[src/sv/tlik_pkg.sv]
// shared types, constants and tables of the leg inverse kinematics unit
`timescale 1ns / 1ps
package tlik_pkg;

    localparam int NUM_POINTS  = 64;
    localparam int IDX_W       = 6;
    localparam int CNT_W       = 7;
    localparam int QUEUE_DEPTH = 4;
    localparam int QPTR_W      = $clog2(QUEUE_DEPTH);

    // cordic datapath
    localparam int CW           = 50;
    localparam int ZW           = 21;
    localparam int CORDIC_ITERS = 17;
    localparam logic signed [ZW-1:0] PI_Q16   = 21'sd205887;
    localparam logic signed [CW-1:0] NORM_LIM  = CW'(64'd1 << 40);
    localparam logic signed [CW-1:0] NORM_LIM8 = CW'(64'd1 << 33);

    // divider and square root step counts
    localparam int DIV_STEPS  = 30;
    localparam int SQRT_STEPS = 31;

    function automatic logic signed [ZW-1:0] atan_entry(input logic [4:0] i);
        logic signed [ZW-1:0] v;
        case (i)
            5'd0:    v = 21'sd51472;
            5'd1:    v = 21'sd30385;
            5'd2:    v = 21'sd16055;
            5'd3:    v = 21'sd8150;
            5'd4:    v = 21'sd4091;
            5'd5:    v = 21'sd2047;
            5'd6:    v = 21'sd1024;
            5'd7:    v = 21'sd512;
            5'd8:    v = 21'sd256;
            5'd9:    v = 21'sd128;
            5'd10:   v = 21'sd64;
            5'd11:   v = 21'sd32;
            5'd12:   v = 21'sd16;
            5'd13:   v = 21'sd8;
            5'd14:   v = 21'sd4;
            5'd15:   v = 21'sd2;
            5'd16:   v = 21'sd1;
            default: v = '0;
        endcase
        return v;
    endfunction

    typedef enum logic [1:0] {
        STATUS_OK,
        STATUS_UNREACHABLE,
        STATUS_HIP_RANGE,
        STATUS_KNEE_RANGE
    } status_t;

    typedef enum logic [2:0] {
        REG_UPPER_LINK,
        REG_LOWER_LINK,
        REG_HIP_HEIGHT,
        REG_STAND_HIP_OFFSET,
        REG_HIP_MIN,
        REG_HIP_MAX,
        REG_KNEE_MIN,
        REG_KNEE_MAX
    } cfg_index_t;

    typedef struct packed {
        logic        [14:0] upper_link_length;
        logic        [14:0] lower_link_length;
        logic        [14:0] hip_height;
        logic signed [15:0] stand_hip_offset;
        logic signed [15:0] hip_angle_min;
        logic signed [15:0] hip_angle_max;
        logic signed [15:0] knee_angle_min;
        logic signed [15:0] knee_angle_max;
    } cfg_t;

    typedef struct packed {
        logic signed [15:0] foot_x;
        logic signed [15:0] foot_y;
        logic [IDX_W-1:0]   index;
        logic               last;
        logic [IDX_W-1:0]   nearest;
    } point_entry_t;

    typedef struct packed {
        logic signed [15:0] hip_angle;
        logic signed [15:0] knee_angle;
        logic [IDX_W-1:0]   point_index;
        status_t            status;
        logic               last;
    } result_t;

    typedef struct packed {
        logic                 start;
        logic signed [CW-1:0] y;
        logic signed [CW-1:0] x;
    } cordic_req_t;

    typedef struct packed {
        logic               done;
        logic signed [15:0] angle;
    } cordic_rsp_t;

    typedef enum logic [1:0] {
        CD_IDLE,
        CD_NORM,
        CD_ITER,
        CD_DONE
    } cordic_state_t;

    typedef enum logic [4:0] {
        BK_IDLE,
        BK_SQX,
        BK_SQY,
        BK_L1SQ,
        BK_L2SQ,
        BK_LPROD,
        BK_CHECK,
        BK_DIV,
        BK_DQSQ,
        BK_SQINIT,
        BK_SQRT,
        BK_KNEE,
        BK_KNEE_WAIT,
        BK_AY,
        BK_AX,
        BK_ALPHA,
        BK_ALPHA_WAIT,
        BK_FOOT,
        BK_FOOT_WAIT,
        BK_STORE,
        BK_STAND_RD,
        BK_STAND_LD,
        BK_EMIT_RD,
        BK_EMIT_LD,
        BK_EMIT_OUT
    } back_state_t;

endpackage

[src/sv/tlik_fifo.sv]
// short queue of classified points between front and back
`timescale 1ns / 1ps
module tlik_fifo import tlik_pkg::*; (
    input  logic         aclk,
    input  logic         aresetn,
    input  logic         push,
    input  point_entry_t push_data,
    output logic         full,
    input  logic         pop,
    output point_entry_t pop_data,
    output logic         empty
);

    point_entry_t      mem_reg [QUEUE_DEPTH];
    logic [QPTR_W-1:0] wr_ptr_reg;
    logic [QPTR_W-1:0] rd_ptr_reg;
    logic [QPTR_W:0]   count_reg;

    assign full     = (count_reg == (QPTR_W+1)'(QUEUE_DEPTH));
    assign empty    = (count_reg == '0);
    assign pop_data = mem_reg[rd_ptr_reg];

    always_ff @(posedge aclk) begin
        if (push) begin
            mem_reg[wr_ptr_reg] <= push_data;
        end
    end

    always_ff @(posedge aclk) begin
        if (!aresetn) begin
            wr_ptr_reg <= '0;
            rd_ptr_reg <= '0;
            count_reg  <= '0;
        end else begin
            if (push) begin
                wr_ptr_reg <= wr_ptr_reg + 1'b1;
            end
            if (pop) begin
                rd_ptr_reg <= rd_ptr_reg + 1'b1;
            end
            if (push && !pop) begin
                count_reg <= count_reg + 1'b1;
            end else if (pop && !push) begin
                count_reg <= count_reg - 1'b1;
            end
        end
    end

endmodule

[config.mk]
export PLATFORM = sky130hd
export DESIGN_NAME = tlik_fifo
export DESIGN_NICKNAME = d
export VERILOG_FILES = /design/src/sv/tlik_pkg.sv /design/src/sv/tlik_fifo.sv
export SDC_FILE = /design/constraint.sdc
export NUM_CORES = 1
export LEC_CHECK = 0
export BUFFER_PORTS_ARGS = -buffer_cell sky130_fd_sc_hd__buf_2
export CORE_MARGIN = 2
export CORE_UTILIZATION = 40
export DETAILED_ROUTE_END_ITERATION = 7
export HOLD_SLACK_MARGIN = 0.15
export PLACE_DENSITY = 0.56
export SYNTH_ARGS = -nofsm -noshare
export SYNTH_HDL_FRONTEND = slang
export SYNTH_SLANG_ARGS = --single-unit
export TNS_END_PERCENT = 10
[constraint.sdc]
create_clock -name aclk -period 2.8 [get_ports aclk]
set_input_delay 0.14 -clock aclk [delete_from_list [all_inputs] [get_ports aclk]]
set_output_delay 0.14 -clock aclk [all_outputs]
set_load 0.03 [all_outputs]
==> impl_summary.log <==
[metrics] outcome: finished, final reports clean
[metrics] max-cap violations: 0
[metrics] via count of the first global-routing pass: approximately 3,500
[metrics] cell type with the largest total area after synthesis: sky130_fd_sc_hd__edfxtp_1
[metrics] ratio of total power to cell area: 735 nW/um^2
[metrics] FF+latch count, synth: around 190
[metrics] reported leakage power: 3.05 nW
[metrics] met3 usage: 0.0518
[metrics] total clock buffers created by CTS: 17
[metrics] global router's overall resource usage: 0.141
[metrics] Critical Path Start Type: flop
[metrics] Reg2Reg Depth: 3
[metrics] syn_nets: 333
[metrics] clock transition at the registers of the reported paths: 60 ps
[metrics] Crit Path Category: reg2out
[metrics] f_max: 0.440 GHz
[metrics] layout overhead on the synthesized area: 26.5%
[metrics] sequential cell area fraction in the yosys report: 0.798
[metrics] Slew Viols, Final: 0
[metrics] DPL Wire Length: 7300 um
[metrics] share of Yosys cell area claimed by the top area cell type: 0.772
[metrics] standard cell with the maximum stage delay on the critical path: sky130_fd_sc_hd__dfxtp_4
[metrics] cell area after technology mapping: 7000 um^2
[metrics] Critical path buffers and inverters: 2
[metrics] Filler cells: approximately 1,400
[metrics] antenna violations before repair: 1
[metrics] Antenna Violating Nets Remaining: 0
[metrics] share of async-settable or async-resettable flops after synthesis: 0
[metrics] Row Count: 48
[metrics] CP required: 2660 ps
[metrics] Max Root-Sink Buffers: 2
[metrics] measured slew at the worst slew-check pin: approximately 600 ps
[metrics] final wirelength: 12,400 um
[metrics] worst ir drop on vdd: 444 uV
[metrics] final weighted congestion in routability-driven placement: 0.663
[metrics] largest delay contributor family on the critical path: buffers and inverters
[metrics] initial standard-cell utilization of the core: 0.407
[metrics] Die Footprint: 18,600 um^2
[metrics] post-layout min period: 2270 ps
[metrics] Power, Total: 0.00651 W
[metrics] cell chain of the critical path: buf_4 > mux4_2 > buf_2
[metrics] number of cells produced by synthesis: 278
[metrics] IO Port Bufs: 95
[metrics] source of the worst register-to-register timing path: wr_ptr_reg[0]
[metrics] number of distinct library cells after synthesis: 22
[metrics] Worst EP arrival: 2130 ps
[metrics] met1 Use GR: 0.172
[metrics] Final Hold Viols: 0
[metrics] most frequent cells after synthesis: sky130_fd_sc_hd__edfxtp_1, sky130_fd_sc_hd__mux4_2, sky130_fd_sc_hd__and2_1, sky130_fd_sc_hd__dfxtp_1
[metrics] placed inst area: 7780 um^2
[metrics] worst hold path cell count: 2
[metrics] Core Region: 17,200 um^2
[metrics] DR DRC count: 0
[metrics] type of destination of the critical path: primary output
[metrics] share of the clock period used by the worst path after layout: 0.812
[metrics] number of enable flip-flop cells after synthesis: 180
[metrics] drt wl/cell: around 18 um
[metrics] most instantiated flip-flop cell in the synthesis netlist: sky130_fd_sc_hd__edfxtp_1
[metrics] hold_sp: push_data[43]
[metrics] final net count: 495
[metrics] number of vias after detailed routing: 3,264
[metrics] max FFs per register: 180
[metrics] worst clock skew: 5.25 ps
[metrics] crit-path max FO: 19
[metrics] most repeated cell in the gate-level netlist after synthesis: sky130_fd_sc_hd__edfxtp_1
[metrics] main area contributors after synthesis: sky130_fd_sc_hd__edfxtp_1, sky130_fd_sc_hd__mux4_2, sky130_fd_sc_hd__dfxtp_1, sky130_fd_sc_hd__mux4_1, sky130_fd_sc_hd__buf_12
[metrics] global-route layer with the greatest usage: met2
[metrics] hold-fix buffers at CTS: slightly below 50
[metrics] boundary pin count: 96
[metrics] Die Ht: 136 um
[metrics] final instance area: ~8900 um^2
[metrics] Max transition margin: 0.599
[metrics] detailed-route vias per instance: 4.83
[metrics] pin count of the biggest net entering global routing: a little over 40
[metrics] type of the most critical hold path: in2reg
[metrics] Sink Count: 189
[metrics] Die W: 136 um
[metrics] core utilization of the finished layout: 0.516
[metrics] total of cells resized after clock tree synthesis: 0
[metrics] GR Overflow Total: 0
[metrics] clock tree from TritonCTS: yes
[metrics] Detailed Routing Iterations Pass 1: 4
[metrics] ratio of cells with drive above 1 in the final layout: 0.389
[metrics] yosys synthesis warning count: 0
[metrics] met2 track utilization from global routing: 0.235
[metrics] drt first-iter violations: 130
[metrics] Post-Syn Area per Cell: 25.2 um^2
[metrics] RSZ-0062 raised after global routing: false
[metrics] number of H-tree levels: 4
[metrics] source-to-sink clock delay at the later pin of the worst-skew pair: 420 ps
[metrics] Crit path depth: 3
[metrics] Root Buffer: sky130_fd_sc_hd__clkbuf_16
[metrics] summed negative setup slack over all endpoints: 0 ps
[metrics] Largest stage delay, worst path: 570 ps
[metrics] first-pass GRT wire length: around 19,000 um
[metrics] Final setup violation count: 0
[metrics] buffers inserted by post-CTS timing repair: 0
==> worst paths after layout <==
path,to,slack (ps)
max,pop_data[0],530
min,mem_reg[2][43],460
max reg2reg,mem_reg[3][26],1100
min reg2reg,count_reg[2],510
==> where the power goes <==
part	internal (W)	switching, W	leakage (nW)
combinational	0.000338	0.000478	1.04
sequential	0.00324	0.0000537	1.73
clock	0.00147	0.000926	0.283
==> layout make-up <==
class                           instances  area, um^2  area share
Antenna cell                            1        2.50    0.000283
Clock buffer                           20         437      0.0493
Clock inverter                          9         146      0.0165
Inverter                                4        15.0     0.00170
Multi-Input combinational cell         75        1290       0.145
Sequential cell                       189        5590       0.631
Tap cell                              225         282      0.0318
Timing Repair Buffer                  153        1100       0.124
==> cell usage in the layout (no fill, tap or decap), types with 2 or more instances in the layout <==
cell,instances
sky130_fd_sc_hd__clkbuf_1,3
sky130_fd_sc_hd__clkinv_2,3
sky130_fd_sc_hd__mux4_1,5
sky130_fd_sc_hd__xor2_1,3
sky130_fd_sc_hd__inv_1,4
sky130_fd_sc_hd__and2_2,4
sky130_fd_sc_hd__clkbuf_16,17
sky130_fd_sc_hd__bufinv_16,4
sky130_fd_sc_hd__mux4_2,40
sky130_fd_sc_hd__buf_12,5
sky130_fd_sc_hd__dfxtp_1,7
sky130_fd_sc_hd__xnor2_1,2
sky130_fd_sc_hd__nor2b_1,2
sky130_fd_sc_hd__and2_1,5
sky130_fd_sc_hd__dlygate4sd3_1,49
sky130_fd_sc_hd__ha_1,5
sky130_fd_sc_hd__mux2i_1,2
sky130_fd_sc_hd__buf_2,95
sky130_fd_sc_hd__buf_4,4
sky130_fd_sc_hd__edfxtp_1,180
==> metal layers <==
metal / wire [um] / vias up
li1: - / 1498
met1: 5180 / 1680
met2: 6340 / 72
met3: 698 / 14
met4: 150 / 0
met5: 0 / -
==> cells by family after synthesis <==
group,Yosys count,synth area share
multiplexers,47,0.150
AND/OR/NAND/NOR,15,0.0130
buffers and inverters,14,0.0188
XOR/XNOR,5,0.00626
adder cells (fa/ha/maj),6,0.0118
flip-flops,189,0.798
AO/OA/AOI/OAI,2,0.00179
==> per-stage QoR <==
step                setup slack, ps  hold WS, ps  cells
floorplan                       772          239    278
global placement                912          350    597
detailed placement              897          357    597
CTS                             448          447    675
global route                    358          455    676
finish                          526          464    676
(Power assumes the default switching activity.)
