==> src/sv/tlik_pkg.sv <==
// shared types, constants and tables of the leg inverse kinematics unit
`timescale 1ns / 1ps
package tlik_pkg;

    localparam int NUM_POINTS  = 64;
    localparam int IDX_W       = 6;
    localparam int CNT_W       = 7;
    localparam int QUEUE_DEPTH = 4;
    localparam int QPTR_W      = $clog2(QUEUE_DEPTH);

    // cordic datapath
    localparam int CW           = 50;
    localparam int ZW           = 21;
    localparam int CORDIC_ITERS = 17;
    localparam logic signed [ZW-1:0] PI_Q16   = 21'sd205887;
    localparam logic signed [CW-1:0] NORM_LIM  = CW'(64'd1 << 40);
    localparam logic signed [CW-1:0] NORM_LIM8 = CW'(64'd1 << 33);

    // divider and square root step counts
    localparam int DIV_STEPS  = 30;
    localparam int SQRT_STEPS = 31;

    function automatic logic signed [ZW-1:0] atan_entry(input logic [4:0] i);
        logic signed [ZW-1:0] v;
        case (i)
            5'd0:    v = 21'sd51472;
            5'd1:    v = 21'sd30385;
            5'd2:    v = 21'sd16055;
            5'd3:    v = 21'sd8150;
            5'd4:    v = 21'sd4091;
            5'd5:    v = 21'sd2047;
            5'd6:    v = 21'sd1024;
            5'd7:    v = 21'sd512;
            5'd8:    v = 21'sd256;
            5'd9:    v = 21'sd128;
            5'd10:   v = 21'sd64;
            5'd11:   v = 21'sd32;
            5'd12:   v = 21'sd16;
            5'd13:   v = 21'sd8;
            5'd14:   v = 21'sd4;
            5'd15:   v = 21'sd2;
            5'd16:   v = 21'sd1;
            default: v = '0;
        endcase
        return v;
    endfunction

    typedef enum logic [1:0] {
        STATUS_OK,
        STATUS_UNREACHABLE,
        STATUS_HIP_RANGE,
        STATUS_KNEE_RANGE
    } status_t;

    typedef enum logic [2:0] {
        REG_UPPER_LINK,
        REG_LOWER_LINK,
        REG_HIP_HEIGHT,
        REG_STAND_HIP_OFFSET,
        REG_HIP_MIN,
        REG_HIP_MAX,
        REG_KNEE_MIN,
        REG_KNEE_MAX
    } cfg_index_t;

    typedef struct packed {
        logic        [14:0] upper_link_length;
        logic        [14:0] lower_link_length;
        logic        [14:0] hip_height;
        logic signed [15:0] stand_hip_offset;
        logic signed [15:0] hip_angle_min;
        logic signed [15:0] hip_angle_max;
        logic signed [15:0] knee_angle_min;
        logic signed [15:0] knee_angle_max;
    } cfg_t;

    typedef struct packed {
        logic signed [15:0] foot_x;
        logic signed [15:0] foot_y;
        logic [IDX_W-1:0]   index;
        logic               last;
        logic [IDX_W-1:0]   nearest;
    } point_entry_t;

    typedef struct packed {
        logic signed [15:0] hip_angle;
        logic signed [15:0] knee_angle;
        logic [IDX_W-1:0]   point_index;
        status_t            status;
        logic               last;
    } result_t;

    typedef struct packed {
        logic                 start;
        logic signed [CW-1:0] y;
        logic signed [CW-1:0] x;
    } cordic_req_t;

    typedef struct packed {
        logic               done;
        logic signed [15:0] angle;
    } cordic_rsp_t;

    typedef enum logic [1:0] {
        CD_IDLE,
        CD_NORM,
        CD_ITER,
        CD_DONE
    } cordic_state_t;

    typedef enum logic [4:0] {
        BK_IDLE,
        BK_SQX,
        BK_SQY,
        BK_L1SQ,
        BK_L2SQ,
        BK_LPROD,
        BK_CHECK,
        BK_DIV,
        BK_DQSQ,
        BK_SQINIT,
        BK_SQRT,
        BK_KNEE,
        BK_KNEE_WAIT,
        BK_AY,
        BK_AX,
        BK_ALPHA,
        BK_ALPHA_WAIT,
        BK_FOOT,
        BK_FOOT_WAIT,
        BK_STORE,
        BK_STAND_RD,
        BK_STAND_LD,
        BK_EMIT_RD,
        BK_EMIT_LD,
        BK_EMIT_OUT
    } back_state_t;

endpackage

==> src/sv/tlik_front.sv <==
// front end: takes points, numbers them and tracks the point nearest the stand pose
`timescale 1ns / 1ps
module tlik_front import tlik_pkg::*; (
    input  logic               aclk,
    input  logic               aresetn,
    input  logic               s_valid,
    output logic               s_ready,
    input  logic signed [15:0] foot_x,
    input  logic signed [15:0] foot_y,
    input  logic        [14:0] hip_height,
    input  logic               queue_full,
    output logic               push,
    output point_entry_t       push_data
);

    logic               s1_valid_reg, s1_valid_next;
    logic signed [15:0] x_reg, y_reg;
    logic [30:0]        xsq_reg;
    logic [32:0]        dysq_reg;
    logic [CNT_W-1:0]   count_reg, count_next;
    logic [IDX_W-1:0]   near_idx_reg, near_idx_next;
    logic [31:0]        near_dist_reg, near_dist_next;

    logic signed [17:0] dy;
    logic signed [31:0] xsq_full;
    logic signed [35:0] dysq_full;
    logic [33:0]        dist_sum;
    logic [31:0]        dist_sat;
    logic               closer, is_last;
    logic [IDX_W-1:0]   idx;

    assign dy        = $signed({{2{foot_y[15]}}, foot_y}) + $signed({3'b000, hip_height});
    assign xsq_full  = foot_x * foot_x;
    assign dysq_full = dy * dy;

    // no transfer is taken while in reset
    assign s_ready = aresetn && (!s1_valid_reg || !queue_full);
    assign push    = s1_valid_reg && !queue_full;

    assign dist_sum = {3'b000, xsq_reg} + {1'b0, dysq_reg};
    assign dist_sat = (dist_sum[33:32] != 2'b00) ? 32'hFFFF_FFFF : dist_sum[31:0];
    assign closer   = dist_sat < near_dist_reg;
    assign idx      = count_reg[IDX_W-1:0];
    assign is_last  = (count_reg == CNT_W'(NUM_POINTS - 1));

    always_comb begin
        push_data.foot_x  = x_reg;
        push_data.foot_y  = y_reg;
        push_data.index   = idx;
        push_data.last    = is_last;
        push_data.nearest = closer ? idx : near_idx_reg;
    end

    always_comb begin
        s1_valid_next  = s1_valid_reg;
        count_next     = count_reg;
        near_idx_next  = near_idx_reg;
        near_dist_next = near_dist_reg;
        if (push) begin
            s1_valid_next = 1'b0;
            if (is_last) begin
                count_next     = '0;
                near_idx_next  = '0;
                near_dist_next = '1;
            end else begin
                count_next = count_reg + 1'b1;
                if (closer) begin
                    near_idx_next  = idx;
                    near_dist_next = dist_sat;
                end
            end
        end
        if (s_valid && s_ready) begin
            s1_valid_next = 1'b1;
        end
    end

    always_ff @(posedge aclk) begin
        if (!aresetn) begin
            s1_valid_reg  <= 1'b0;
            count_reg     <= '0;
            near_idx_reg  <= '0;
            near_dist_reg <= '1;
        end else begin
            s1_valid_reg  <= s1_valid_next;
            count_reg     <= count_next;
            near_idx_reg  <= near_idx_next;
            near_dist_reg <= near_dist_next;
        end
    end

    always_ff @(posedge aclk) begin
        if (s_valid && s_ready) begin
            x_reg    <= foot_x;
            y_reg    <= foot_y;
            xsq_reg  <= xsq_full[30:0];
            dysq_reg <= dysq_full[32:0];
        end
    end

endmodule

==> config.mk <==
export PLATFORM = sky130hd
export DESIGN_NAME = tlik_front
export DESIGN_NICKNAME = d
export VERILOG_FILES = /design/src/sv/tlik_pkg.sv /design/src/sv/tlik_front.sv
export SDC_FILE = /design/constraint.sdc
export NUM_CORES = 2
export LEC_CHECK = 0
export ABC_AREA = 1
export BUFFER_PORTS_ARGS = -buffer_cell sky130_fd_sc_hd__buf_2
export CORE_AREA = 2 2 226 228
export DETAILED_ROUTE_END_ITERATION = 8
export DIE_AREA = 0 0 228 230
export PLACE_DENSITY = 0.77
export SETUP_SLACK_MARGIN = 0.02
export SLEW_MARGIN = 20
export SYNTH_ARGS = -nofsm -noshare
export SYNTH_HDL_FRONTEND = slang
export SYNTH_SLANG_ARGS = --single-unit
==> constraint.sdc <==
create_clock -name aclk -period 13.3 [get_ports aclk]
set_input_delay 1.995 -clock aclk [delete_from_list [all_inputs] [get_ports aclk]]
set_output_delay 1.995 -clock aclk [all_outputs]
set_load 0.02 [all_outputs]
==> flow_results.xml <==
<?xml version="1.0" encoding="UTF-8"?>
<metrics>
  <group name="status">
    <metric name="status" unit="">finished clean</metric>
  </group>
  <group name="global_routing">
    <metric name="grt_antenna_before_repair" unit="">3</metric>
    <metric name="global_route.overflow_total" unit="">0</metric>
    <metric name="first_global_vias" unit="">19600</metric>
    <metric name="grt_max_degree" unit="">51</metric>
    <metric name="grt_usage" unit="">0.218</metric>
    <metric name="grt_pass1_wl" unit="mm">91.7</metric>
  </group>
  <group name="sta">
    <metric name="final-hold-violation-count" unit="">0</metric>
    <metric name="timing.final.crit_share" unit="">0.763</metric>
    <metric name="slew-limit-headroom" unit="">0.275</metric>
    <metric name="final.setup.tns" unit="ps">0</metric>
    <metric name="tightest_slew" unit="ps">1080</metric>
    <metric name="maxSlewViolCount" unit="">0</metric>
    <metric name="finalCriticalPeriod" unit="ps">10150</metric>
    <metric name="rsz_0062_raised_after_global_routing" unit="">false</metric>
    <metric name="final-setup-viol-count" unit="">0</metric>
    <metric name="timing.clock.skew" unit="ps">20.9</metric>
    <metric name="fmax" unit="GHz">0.0985</metric>
  </group>
  <group name="synthesis">
    <metric name="synth.lib_cells_used.distinct" unit="">48</metric>
    <metric name="proportion_of_register_bits_with_asynchronous_set_or_reset_after_synthesis" unit="">0</metric>
    <metric name="synth_enable_flop_cells" unit="">93</metric>
    <metric name="synth.yosys.warnings" unit="">0</metric>
    <metric name="synth.ff_latch_count" unit="">139</metric>
    <metric name="synth_ff_type" unit="">edfxtp_1</metric>
    <metric name="post_syn_nets" unit="">3758</metric>
    <metric name="post_synth_instance_area" unit="um2">25800</metric>
    <metric name="post_synth.cell_area_avg" unit="um2">8.70</metric>
    <metric name="synth_cells" unit="">2970</metric>
    <metric name="yosysSeqAreaShare" unit="">0.144</metric>
  </group>
  <group name="die">
    <metric name="initial_utilization" unit="">0.518</metric>
    <metric name="core_area" unit="um2">49900</metric>
    <metric name="die_x" unit="um">228</metric>
    <metric name="die-area" unit="um2">52400</metric>
    <metric name="die_height" unit="um">230</metric>
    <metric name="boundaryPins" unit="">98</metric>
    <metric name="rows" unit="">82</metric>
  </group>
  <group name="clock_network">
    <metric name="clock_tree.htree_level_count" unit="">4</metric>
    <metric name="clk_pin_slew_worst_paths" unit="ps">70</metric>
    <metric name="cts-resized-gates" unit="">0</metric>
    <metric name="cts_hold_buffers" unit="">0</metric>
    <metric name="cts_sinks" unit="">139</metric>
    <metric name="clock_tree_from_tritoncts" unit="">yes</metric>
    <metric name="post_cts.repair.setup_buffers" unit="">0</metric>
    <metric name="maximum_root_to_sink_buffer_count" unit="">2</metric>
    <metric name="clk_root_buffer_cell" unit="">clkbuf_16</metric>
    <metric name="cts_inserted_buffers" unit="">17</metric>
    <metric name="clkLatencyLatePin" unit="ps">490</metric>
  </group>
  <group name="worst_hold_path">
    <metric name="worstHoldEndpoint" unit="">near_idx_reg[0]</metric>
    <metric name="hold_start" unit="">near_idx_reg[0]</metric>
    <metric name="worstHoldPathCells" unit="">2</metric>
    <metric name="timing.hold.worst.class" unit="">reg -&gt; reg</metric>
  </group>
  <group name="critical_path">
    <metric name="rr_endpoint" unit="">near_dist_reg[31]</metric>
    <metric name="crit_path_start" unit="">foot_y[0]</metric>
    <metric name="timing.setup.critical_path_class" unit="">in -&gt; reg</metric>
    <metric name="crit_path_max_incr_delay" unit="ps">750</metric>
    <metric name="crit_required" unit="ps">13540</metric>
    <metric name="highest_net_fanout_along_the_worst_path" unit="">23</metric>
    <metric name="r2r-start" unit="">dysq_reg[7]</metric>
    <metric name="worst-r2r-cell-count" unit="">24</metric>
    <metric name="worstSetupStartpointType" unit="">primary input</metric>
    <metric name="cp_dominant_cell_by_count" unit="">fa_1</metric>
    <metric name="setup.worst_path.end_class" unit="">flip-flop</metric>
    <metric name="worst_ep_arrival_time" unit="ps">10390</metric>
    <metric name="cpMaxStageDelayCell" unit="">fa_1</metric>
    <metric name="r2r_setup_slack" unit="ps">7490</metric>
  </group>
  <group name="route">
    <metric name="detailroute.via_count" unit="">18600</metric>
    <metric name="finalWirelength" unit="mm">53.2</metric>
    <metric name="route.antenna.remaining_nets" unit="">0</metric>
    <metric name="starting_drc_count_in_detailed_routing" unit="">1161</metric>
    <metric name="route.detailed.wl_per_inst" unit="um">14.3</metric>
    <metric name="routed_via_density" unit="">5.00</metric>
    <metric name="remaining_routing_drc_violations" unit="">0</metric>
    <metric name="dr.pass1.iters" unit="">5</metric>
  </group>
  <group name="layout">
    <metric name="nNetsFinal" unit="">3815</metric>
    <metric name="area.growth.synth_to_final" unit="%">6.37</metric>
    <metric name="final_layout_size_suffix_gt1_frac" unit="">0.0576</metric>
  </group>
  <group name="place">
    <metric name="port_buffers" unit="">97</metric>
    <metric name="place.gp.congestion" unit="">0.888</metric>
    <metric name="post-dp-hpwl" unit="mm">44.2</metric>
  </group>
  <group name="job">
    <metric name="max-cap-violations" unit="">0</metric>
  </group>
</metrics>
## cells in the mapped netlist (all sizes together) (2+ instances only)
cell type / instances / area [um2]
buf: 20 / 126
clkinv: 5 / 18.8
dfxtp: 46 / 921
edfxtp: 93 / 2790
fa: 500 / 10000
clkbuf: 48 / 180
nor4: 3 / 18.8
a21boi: 2 / 15.0
a31oi: 9 / 56.3
nor3: 7 / 35.0
or2: 24 / 150
xor2: 59 / 517
o21ai: 59 / 295
nand4: 7 / 43.8
xnor2: 44 / 385
and3: 3 / 18.8
nand3b: 2 / 15.0
a21o: 5 / 37.5
and2: 6 / 37.5
o221ai: 2 / 17.5
nor4b: 2 / 17.5
nand3: 108 / 576
ha: 237 / 2970
nor2: 184 / 696
o21bai: 6 / 45.0
a211oi: 8 / 60.1
a221oi: 2 / 17.5
nand2: 478 / 1810
inv: 863 / 3240
a21oi: 131 / 659
## metrics by stage
stage | setup slack, ps | hold slack [ps] | cell area (um2) | instances | util
2_1_floorplan | 3890 | 445 | 25800 | 2970 | -
3_3_place_gp | 2760 | 452 | 26900 | 3680 | 0.540
3_5_place_dp | 2580 | 456 | 26900 | 3680 | 0.540
4_1_cts | 3090 | 467 | 27500 | 3712 | 0.551
5_1_grt | 2380 | 476 | 27500 | 3714 | 0.551
6_report | 3150 | 464 | 27500 | 3714 | 0.551
## worst max-delay path, delay by kind of cell
kind	cells	cell delay [ps]
AND/OR/NAND/NOR	7	1520
buffers and inverters	7	750
adder cells (fa/ha/maj)	9	4440
XOR/XNOR	2	360
AO/OA/AOI/OAI	7	1310
## cells in the final DEF, fill, tap and decap left out, drive strengths merged, types with 2 or more instances in the layout
master  count
a221oi      2
clkinv      9
nand4       7
a31oi       9
nor3        7
fa        500
and2        6
nand3     108
xnor2      44
a21o        5
a21boi      2
ha        237
o21bai      6
edfxtp     93
inv       870
a211oi      8
xor2       59
nor2      184
nor4        3
a21oi     131
nor4b       2
and3        3
nand2     478
dfxtp      46
o21ai      59
o221ai      2
nand3b      2
buf       106
clkbuf     21
or2        24
diode       2
## worst max-delay path by stage
| stage | slack (ps) | endpoint |
|---|---|---|
| 2_1_floorplan | 3890 | dysq_reg[32] |
| 3_3_place_gp | 2760 | dysq_reg[32] |
| 3_5_place_dp | 2580 | dysq_reg[32] |
| 4_1_cts | 3090 | dysq_reg[32] |
| 5_1_grt | 2380 | dysq_reg[32] |
| 6_report | 3150 | dysq_reg[32] |
## layout make-up
cell class | count | area, um2
Multi-Input combinational cell | 1895 | 18600
Fill cell | 4492 | 22400
Antenna cell | 2 | 5.00
Timing Repair Buffer | 106 | 553
Clock buffer | 21 | 464
Inverter | 868 | 3260
Tap cell | 672 | 841
Sequential cell | 139 | 3710
Clock inverter | 11 | 82.6
## logic make-up (layout without fill, tap and decap cells)
family / count (synthesis) / after routing / synth area share
AOI/OAI and AO/OA: 231 / 231 / 0.0489
xor gates and xnor gates: 103 / 103 / 0.0349
adders and majority gates: 737 / 737 / 0.502
buffers and inverters: 936 / 1006 / 0.138
DFF: 139 / 139 / 0.144
other: 0 / 2 / 0
and+or+nand+nor: 824 / 824 / 0.132
## metal layers
layer,wire length (um),global-route usage,part of all wire,vias to the layer above
met5,0,0,0,-
met4,1330,0.0809,0.025,0
met3,2800,0.0331,0.053,90
met2,27100,0.378,0.51,483
met1,22000,0.276,0.41,9082
li1,-,-,-,8920
Power is not shown: default switching activity piles up to over one toggle a cycle in this logic, so the estimate is an artifact.
